`src/rtl/hkra_pkg.sv`:
```
`timescale 1ns / 1ps
`default_nettype none

package hkra_pkg;

    // Report framing
    localparam logic [3:0] FULL_REPORT_LEN = 4'd8;

    // Key code boundaries
    localparam logic [7:0] CODE_FIRST_LTR = 8'h04;
    localparam logic [7:0] CAPS_MAX_CODE  = 8'h1D;
    localparam logic [7:0] TABLE_MAX_CODE = 8'h39;
    localparam logic [7:0] CAPS_LOCK_CODE = 8'h39;

    // Modifier values that select the shifted column
    localparam logic [7:0] MOD_LSHIFT     = 8'h02;
    localparam logic [7:0] MOD_RSHIFT     = 8'h20;

    // Input tdata layout, highest bit first
    localparam int unsigned IN_DATA_W  = 64;
    localparam int unsigned IN_USED_W  = 61;
    localparam int unsigned OUT_DATA_W = 16;

    typedef struct packed {
        logic [7:0] key_slot_f;
        logic [7:0] key_slot_e;
        logic [7:0] key_slot_d;
        logic [7:0] key_slot_c;
        logic [7:0] key_slot_b;
        logic [7:0] key_slot_a;
        logic [7:0] modifier_byte;
        logic [3:0] report_length;
        logic       transfer_ok;
    } report_t;

    typedef struct packed {
        logic       caps_state;
        logic [6:0] ascii_char;
        logic       char_valid;
    } result_t;

    // Characters for codes 0x1E..0x38 (digits, enter, escape, backspace, tab, space and punctuation)
    function automatic logic [6:0] punct_char(input logic [7:0] code, input logic shifted);
        logic [6:0] lo;
        logic [6:0] hi;
        begin
            lo = 7'h00;
            hi = 7'h00;
            case (code)
                8'h1E: begin lo = 7'h31; hi = 7'h21; end // 1 !
                8'h1F: begin lo = 7'h32; hi = 7'h40; end // 2 @
                8'h20: begin lo = 7'h33; hi = 7'h23; end // 3 #
                8'h21: begin lo = 7'h34; hi = 7'h24; end // 4 $
                8'h22: begin lo = 7'h35; hi = 7'h25; end // 5 %
                8'h23: begin lo = 7'h36; hi = 7'h5E; end // 6 ^
                8'h24: begin lo = 7'h37; hi = 7'h26; end // 7 &
                8'h25: begin lo = 7'h38; hi = 7'h2A; end // 8 *
                8'h26: begin lo = 7'h39; hi = 7'h28; end // 9 (
                8'h27: begin lo = 7'h30; hi = 7'h29; end // 0 )
                8'h28: begin lo = 7'h0A; hi = 7'h0A; end // enter
                8'h29: begin lo = 7'h1B; hi = 7'h1B; end // escape
                8'h2A: begin lo = 7'h08; hi = 7'h08; end // backspace
                8'h2B: begin lo = 7'h09; hi = 7'h09; end // tab
                8'h2C: begin lo = 7'h20; hi = 7'h20; end // space
                8'h2D: begin lo = 7'h2D; hi = 7'h5F; end // - _
                8'h2E: begin lo = 7'h3D; hi = 7'h2B; end // = +
                8'h2F: begin lo = 7'h5B; hi = 7'h7B; end // [ {
                8'h30: begin lo = 7'h5D; hi = 7'h7D; end // ] }
                8'h31: begin lo = 7'h5C; hi = 7'h7C; end // \ |
                8'h32: begin lo = 7'h23; hi = 7'h7E; end // # ~
                8'h33: begin lo = 7'h3B; hi = 7'h3A; end // ; :
                8'h34: begin lo = 7'h27; hi = 7'h22; end // ' "
                8'h35: begin lo = 7'h60; hi = 7'h7E; end // ` ~
                8'h36: begin lo = 7'h2C; hi = 7'h3C; end // , <
                8'h37: begin lo = 7'h2E; hi = 7'h3E; end // . >
                8'h38: begin lo = 7'h2F; hi = 7'h3F; end // / ?
                default: begin lo = 7'h00; hi = 7'h00; end
            endcase
            return shifted ? hi : lo;
        end
    endfunction

endpackage

`default_nettype wire

```
`src/rtl/hid_keyboard_report_to_ascii.sv`:
```
`timescale 1ns / 1ps
`default_nettype none

// Channel   Dir  Width  Contents
// s_*       in   64     one keyboard report per item
// m_*       out  16     one result per report: char_valid, ascii_char, caps_state
//
// One report in, one result out; an item can be taken on every clock while m_tready is high.
// A report passes the input register, then the decode into the result register.
// The key tracking and caps flag update in the same cycle the report is decoded,
// so the next report always sees the state left by the previous one.
// A stalled m_tready holds the result; the input register still takes one more item if it is empty.
// rst_n clears both valid flags, the last key code and the caps flag.

module hid_keyboard_report_to_ascii (
    input  wire logic                           clk,
    input  wire logic                           rst_n,
    input  wire logic                           s_tvalid,
    output logic                                s_tready,
    // [0] transfer_ok, [4:1] report_length, [12:5] modifier_byte,
    // [20:13] key_slot_a, [28:21] key_slot_b, [36:29] key_slot_c,
    // [44:37] key_slot_d, [52:45] key_slot_e, [60:53] key_slot_f, [63:61] ignored
    input  wire logic [hkra_pkg::IN_DATA_W-1:0] s_tdata,
    output logic                                m_tvalid,
    input  wire logic                           m_tready,
    // [0] char_valid, [7:1] ascii_char, [8] caps_state, [15:9] zero
    output logic [hkra_pkg::OUT_DATA_W-1:0]     m_tdata
);
    import hkra_pkg::*;

    logic       in_valid_reg;
    report_t    in_data_reg;
    logic       out_valid_reg;
    result_t    out_data_reg;
    result_t    out_data_next;
    logic [7:0] last_key_reg;
    logic [7:0] last_key_next;
    logic       caps_reg;
    logic       caps_next;
    logic       advance;

    logic       report_ok;
    logic [7:0] pick_code;
    logic       is_new;
    logic       shifted;
    logic [6:0] char_code;

    // Handshake: decode moves when the result register is free or being drained
    assign advance  = in_valid_reg && (!out_valid_reg || m_tready);
    assign s_tready = !in_valid_reg || advance;
    assign m_tvalid = out_valid_reg;
    assign m_tdata  = {{(OUT_DATA_W - 9){1'b0}}, out_data_reg};

    // Highest-priority nonzero key slot
    always_comb
    begin
        if (in_data_reg.key_slot_f != 8'h00)
            pick_code = in_data_reg.key_slot_f;
        else if (in_data_reg.key_slot_e != 8'h00)
            pick_code = in_data_reg.key_slot_e;
        else if (in_data_reg.key_slot_d != 8'h00)
            pick_code = in_data_reg.key_slot_d;
        else if (in_data_reg.key_slot_c != 8'h00)
            pick_code = in_data_reg.key_slot_c;
        else if (in_data_reg.key_slot_b != 8'h00)
            pick_code = in_data_reg.key_slot_b;
        else
            pick_code = in_data_reg.key_slot_a;
    end

    assign report_ok = in_data_reg.transfer_ok &&
                       (in_data_reg.report_length == FULL_REPORT_LEN);
    assign is_new    = report_ok && (pick_code != last_key_reg);
    assign shifted   = (caps_reg && (pick_code <= CAPS_MAX_CODE)) ||
                       (in_data_reg.modifier_byte == MOD_LSHIFT) ||
                       (in_data_reg.modifier_byte == MOD_RSHIFT);

    // Character table: zero below the first letter, letters by offset, the rest from the package table
    always_comb
    begin
        if (pick_code < CODE_FIRST_LTR)
            char_code = 7'h00;
        else if (pick_code <= CAPS_MAX_CODE)
            char_code = (shifted ? 7'h41 : 7'h61) + 7'(pick_code - CODE_FIRST_LTR);
        else
            char_code = punct_char(pick_code, shifted);
    end

    // Result and state update
    always_comb
    begin
        last_key_next            = last_key_reg;
        caps_next                = caps_reg;
        out_data_next.char_valid = 1'b0;
        out_data_next.ascii_char = 7'h00;
        if (is_new)
        begin
            last_key_next = pick_code;
            if (pick_code == CAPS_LOCK_CODE)
                caps_next = !caps_reg;
            else if (pick_code != 8'h00 && pick_code < TABLE_MAX_CODE)
            begin
                out_data_next.char_valid = 1'b1;
                out_data_next.ascii_char = char_code;
            end
        end
        out_data_next.caps_state = caps_next;
    end

    // Control registers
    always_ff @(posedge clk or negedge rst_n)
    begin
        if (!rst_n)
        begin
            in_valid_reg  <= 1'b0;
            out_valid_reg <= 1'b0;
            last_key_reg  <= 8'h00;
            caps_reg      <= 1'b0;
        end
        else
        begin
            if (s_tready)
                in_valid_reg <= s_tvalid;
            if (advance)
            begin
                out_valid_reg <= 1'b1;
                last_key_reg  <= last_key_next;
                caps_reg      <= caps_next;
            end
            else if (m_tready)
                out_valid_reg <= 1'b0;
        end
    end

    // Payload registers
    always_ff @(posedge clk)
    begin
        if (s_tready && s_tvalid)
            in_data_reg <= s_tdata[IN_USED_W-1:0];
        if (advance)
            out_data_reg <= out_data_next;
    end

endmodule

`default_nettype wire

```
`config.mk`:
```
export PLATFORM = sky130hd
export DESIGN_NAME = hid_keyboard_report_to_ascii
export DESIGN_NICKNAME = d
export VERILOG_FILES = /design/src/rtl/hkra_pkg.sv /design/src/rtl/hid_keyboard_report_to_ascii.sv
export SDC_FILE = /design/constraint.sdc
export NUM_CORES = 1
export LEC_CHECK = 0
export BUFFER_PORTS_ARGS = -buffer_cell sky130_fd_sc_hd__clkbuf_2
export CAP_MARGIN = 20
export CORE_UTILIZATION = 50
export CTS_CLUSTER_SIZE = 20
export DETAILED_ROUTE_END_ITERATION = 8
export PLACE_DENSITY = 0.84
export SLEW_MARGIN = 20
export SYNTH_ARGS = -nofsm -noshare
export SYNTH_HDL_FRONTEND = slang
export SYNTH_SLANG_ARGS = --single-unit
```
`constraint.sdc`:
```
create_clock -name clk -period 6.8 [get_ports clk]
set_input_delay 1.36 -clock clk [delete_from_list [all_inputs] [get_ports clk]]
set_output_delay 1.36 -clock clk [all_outputs]
set_load 0.1 [all_outputs]
```
# == Word-level counts from Yosys, hierarchy flattened ==
# Memories as Yosys holds them, arrays and structs flattened.
# Index checks and enable logic that the tools add are counted.
# totals
ramBits,0
regBits,81
wordCells,67
latchBits,0
mem_bits_ro,896
mem_count,1
output_inout_bits,18
# memory_table
name,words,word_bits,rd,rd_clocked_by_memory_dff,wr,line_no,source
(name not given),64,14,1,0,0,hkra_pkg.sv:49,case (code)
# op_classes
n_mul,0
shifts,0
order_cmp,3
bitwise,2
n_eq_ne,5
n_mux,14
n_reduce_logical,24
n_div,0
add_sub_neg,2
# op_table
operator,count
$reduce_bool A8 Y1,6
$mux W8,5
$eq A8 B6 Y1 const B,2
$mux W14,1
$mux W7,2
$eq A8 B2 Y1 const B,1
$le A8 B5 Y1 const B,1
$lt A8 B3 Y1 const B,1
$lt A8 B6 Y1 const B,1
$ne A8 B8 Y1,1
$add A7 B7 Y7,1
$sub A7 B3 Y7 const B,1
$logic_and A1 B1 Y1,6
$mux W6,1
$mux W1,5
$eq A4 B4 Y1 const B,1
$logic_or A1 B1 Y1,4
$reduce_or A4 Y1,1
$logic_not A1 Y1,3
$logic_not A2 Y1,1
$not A1 Y1,2
$reduce_and A2 Y1,1
$reduce_bool A2 Y1,1
$reduce_or A2 Y1,1

# == Logic depth before layout (Yosys ltp) ==
# depth
word_depth,13
ltp_mapped,19
mapped_depth_nobuf,18

# == Worst setup path before layout ==
# Ideal clock, no wire load.
# synth_timing
path_type,register to register
startpoint,register in_data_reg[25] in the netlist's numbering
endpoint,"register out_data_reg (netlist bit m_tdata[7]), data pin"
path_slack_ns,2.597
synth_period_minus_slack_ns,4.203
setup_time_ns,0.169
stages_incl_launch_ff,20
arrival_ns,4.034
cell_sequence,edfxtp_1 -> nor4_2 -> a31oi_1 -> a211o_1 -> a21oi_1 -> or2_2 -> clkbuf_1 -> inv_1 -> ha_1 -> nor2_1 -> a31oi_1 -> a31o_4 -> nand2_1 -> o21ai_0 -> ha_1 -> a21oi_1 -> xor2_1 -> xnor2_1 -> o21ai_0 -> a211oi_1
# synth_between
elab_chain_len,13
# synth_lines
item,line_no,source
from (decl),hid_keyboard_report_to_ascii.sv:32,report_t in_data_reg;
from (signal assigned),hid_keyboard_report_to_ascii.sv:139,in_data_reg <= s_tdata[IN_USED_W-1:0];
$reduce_bool A8 Y1 (*),hid_keyboard_report_to_ascii.sv:65,else if (in_data_reg.key_slot_b != 8'h00)
$mux W8 (*),hid_keyboard_report_to_ascii.sv:65,
$mux W8 (*),hid_keyboard_report_to_ascii.sv:63,else if (in_data_reg.key_slot_c != 8'h00)
$mux W8 (*),hid_keyboard_report_to_ascii.sv:61,else if (in_data_reg.key_slot_d != 8'h00)
$mux W8 (*),hid_keyboard_report_to_ascii.sv:59,else if (in_data_reg.key_slot_e != 8'h00)
$mux W8 (*),hid_keyboard_report_to_ascii.sv:57,if (in_data_reg.key_slot_f != 8'h00)
via pick_code[0],hid_keyboard_report_to_ascii.sv:43,logic [7:0] pick_code;
$le A8 B5 Y1,"hid_keyboard_report_to_ascii.sv:74, hid_keyboard_report_to_ascii.sv:83",
$logic_and A1 B1 Y1,hid_keyboard_report_to_ascii.sv:74,assign shifted = (caps_reg && (pick_code <= CAPS_MAX_CODE)) ||
$logic_or A1 B1 Y1,hid_keyboard_report_to_ascii.sv:74,
$logic_or A1 B1 Y1,hid_keyboard_report_to_ascii.sv:75,(in_data_reg.modifier_byte == MOD_LSHIFT) ||
$mux W6,hid_keyboard_report_to_ascii.sv:84,char_code = (shifted ? 7'h41 : 7'h61) + 7'(pick_code - CODE_FIRST_LTR);
$add A7 B7 Y7,hid_keyboard_report_to_ascii.sv:84,
$mux W7,hid_keyboard_report_to_ascii.sv:83,else if (pick_code <= CAPS_MAX_CODE)
to (signal assigned),hid_keyboard_report_to_ascii.sv:141,out_data_reg <= out_data_next;
to (decl),hid_keyboard_report_to_ascii.sv:34,result_t out_data_reg;
# The timed path passes the listed nets; every way through them passes the cells marked *.
# A chain may end at the register's enable or synchronous reset.

# == Final worst setup path ==
# layout_timing
startpoint,register in_data_reg[57] in the netlist's numbering
endpoint,"register out_data_reg (netlist bit m_tdata[7]), data pin"
# layout_between
elab_chain_len,9
# layout_lines
item,line_no
$reduce_bool A8 Y1,hid_keyboard_report_to_ascii.sv:57
$mux W8 (*),hid_keyboard_report_to_ascii.sv:57
$le A8 B5 Y1,"hid_keyboard_report_to_ascii.sv:74, hid_keyboard_report_to_ascii.sv:83"
$logic_and A1 B1 Y1,hid_keyboard_report_to_ascii.sv:74
$logic_or A1 B1 Y1,hid_keyboard_report_to_ascii.sv:74
$logic_or A1 B1 Y1,hid_keyboard_report_to_ascii.sv:75
$mux W6,hid_keyboard_report_to_ascii.sv:84
$add A7 B7 Y7,hid_keyboard_report_to_ascii.sv:84
$mux W7,hid_keyboard_report_to_ascii.sv:83
# Every way passes the cells marked *; elsewhere a longest branch is shown, timed or not.

==> impl_metrics.tcl <==
set metrics [dict create \
    dp_cells 551 \
    fillers 690 \
    drc_errors 0 \
    clk_latency_ns 0.36 \
    worstPathMaxFanout 11 \
    hold_viol 0 \
    setup_ws_ns 1.94 \
    yosysSeqAreaShare_pct 52.4 \
    synthFlopType "edfxtp_1" \
    die_h_um 97.3 \
    crit_chain "or4_4 > or3_4 > nor3_1 > a221o_1 > inv_2 > ha_1 > nor2_1 > a31oi_1 > a31o_4 > nand2_1 > o21ai_0 > ha_1 > a21oi_1 > xor2_1 > xnor2_1 > o21ai_0 > a211oi_1" \
    htree_num_levels 3 \
    slew_headroom_pct 43.2 \
    seq_power_share_pct 49.2 \
    grt_pass1_wl_mm 16.3 \
    vdd_drop_max_mv 0.202 \
    synth.distinct_cells 72 \
    switchingPower_mw 0.365 \
    final_core_util_pct 59.3 \
    switching_share_pct 29.5 \
    path_clk_slew_ns 0.10 \
    rsz0062_at_grt "false" \
    r2r_setup_slack_ns 1.94 \
    io_buffers 75 \
    slowest_delay_ns 0.60 \
    fin_nets 539 \
    cts-resized-gates 0 \
    post-route-cell-area_mm2 0.00519 \
    fin_crit_sh_pct 71.4 \
    r2r_start "in_data_reg[57]$_DFFE_PP_" \
    ios 86 \
    dp_slack_ns 2.02 \
    syn_area_per_cell_um2 11.9 \
    p_per_area_mw_per_mm2 238 \
    cp-start-kind "flop" \
    drv_cap 0 \
    cts_buffers 9 \
    area.sequential_mm2 0.00238 \
    startpoint "in_data_reg[57]$_DFFE_PP_" \
    root_buffer "clkbuf_8" \
    drv_slew 0 \
    power.total_mw 1.24 \
    gp_congestion 0.927 \
    dpl_cell_area_mm2 0.00496 \
    hp-class "flop to flop" \
    path_delay_family "compound AO/OA/AOI/OAI gates" \
    diodes 0 \
    fin_crit_ns 4.86 \
    netlist_area_mm2 0.00454 \
    grt_pass1_vias 3375 \
    synthCells 380 \
    setup_viol 0 \
    layout_common_cells "clkbuf_2, edfxtp_1, a21oi_1, nand2_1, nor2_1" \
    multi_input_area_mm2 0.00201 \
    skew_ns 0.0128 \
    combPwrFrac_pct 17.7 \
    cts_max_path_buffers 2 \
    cts_setup_buffers 0 \
    rows 34 \
    hold_path_startpoint "in_valid_reg$_DFFE_PN0N_" \
    worst_ep_arrival_time_ns 5.04 \
    antenna_left 0 \
    initial_utilization_pct 51.8 \
    crit_type "flop to flop" \
    wirelength_mm 10.0 \
    drive_gt1_share_pct 30.3 \
    hold_buffers 0 \
    grt_antenna_before_repair 0 \
    clkPwrFrac_pct 33.0 \
    tns_ns 0 \
    area_growth_pct 14.4 \
    final_common_cell "clkbuf_2" \
    dr.pass1.iters 4 \
    async_flop_share_pct 13.6 \
    end_kind "flop" \
    cts_sinks 81 \
    cts_tree "done" \
    crit_buf_inv 1 \
    worstPathRequired_ns 6.99 \
    drtIter0Drc 266 \
    wl_per_cell_um 17.6 \
    ys_ff_latch 81 \
    dieWidth_um 97.3 \
    grt_max_degree 62 \
    hpwl_mm 7.20 \
    instances_no_fill 567 \
    synth_edf_count 70 \
    die_area_mm2 0.00947 \
    status "completed" \
    track_usage_pct 21.8 \
    slowest_stage "or4_4" \
    core_mm2 0.00876 \
    worst_hold_slack_ns 0.499 \
    power.leakage_nw 1.94 \
    largest_reg_flops 61 \
    tightest_slew_ns 0.845 \
    intPower_mw 0.872 \
    fmax_ghz 0.206 \
    viasPerCell 6.08 \
    ys_warn_count 0 \
    via_count 3447 \
    overflow 0 \
]
layer usage:
metal / vias up / track usage (%) / share of wire (%)
met5: - / 0 / 0
met4: 0 / 5.88 / 1.9
met3: 24 / 4.68 / 7.2
met2: 167 / 38.5 / 51
met1: 1634 / 27.0 / 40
li1: 1622 / - / -
synthesized netlist by cell type, drive strengths merged (11+ instances only):
| cell type | count | area, um2 |
|---|---|---|
| o21ai | 13 | 65.1 |
| ha | 17 | 213 |
| edfxtp | 70 | 2100 |
| nor2 | 20 | 75.1 |
| a21oi | 29 | 145 |
| buf | 16 | 118 |
| nand2 | 27 | 106 |
| nor3 | 16 | 96.4 |
| nor4 | 11 | 113 |
| xnor2 | 15 | 131 |
| dfrtp | 11 | 275 |
| a31oi | 11 | 75.1 |
final timing paths:
kind / end / cells after the start
hold / removal: m_tvalid$_DFFE_PN0P_ / 1
max in group asynchronous: last_key_reg[7]$_DFFE_PN0P_ / 1
hold reg to reg: m_tvalid$_DFFE_PN0P_ / 1
setup reg to reg: m_tdata[7]$_SDFFCE_PP0P_ / 17
setup / recovery: m_tdata[7]$_SDFFCE_PP0P_ / 17
min in group asynchronous: last_key_reg[3]$_DFFE_PN0P_ / 1
cell type report:
class / count / share of cell area (%)
multi-input combinational: 273 / 38.6
sequential: 81 / 45.8
tap: 108 / 2.60
timing repair buffer: 79 / 7.81
clock buffer: 9 / 2.38
clock inverter: 7 / 2.02
inverter: 10 / 0.771
power by group through the flow:
| stage | Sequential, mW | Clock, mW | Combinational [mW] |
|---|---|---|---|
| floorplan | 0.640 | 0 | 0.144 |
| global placement | 0.617 | 0 | 0.211 |
| detailed placement | 0.620 | 0 | 0.216 |
| CTS | 0.609 | 0.413 | 0.218 |
| global route | 0.613 | 0.432 | 0.236 |
| finish | 0.609 | 0.409 | 0.219 |
cell families (layout without fill, tap and decap cells):
family / Yosys count / count (layout) / synth area share [%]
AO/OA/AOI/OAI: 111 / 111 / 18.4
multiplexers: 10 / 10 / 2.87
AND/OR/NAND/NOR: 112 / 112 / 14.6
adder cells (fa/ha/maj): 17 / 17 / 4.68
other: 1 / 7 / 0.0826
buffers and inverters: 32 / 105 / 3.97
XOR/XNOR: 16 / 16 / 3.09
flip-flops: 81 / 81 / 52.4
Note: power is estimated with default switching activity, not from simulation.
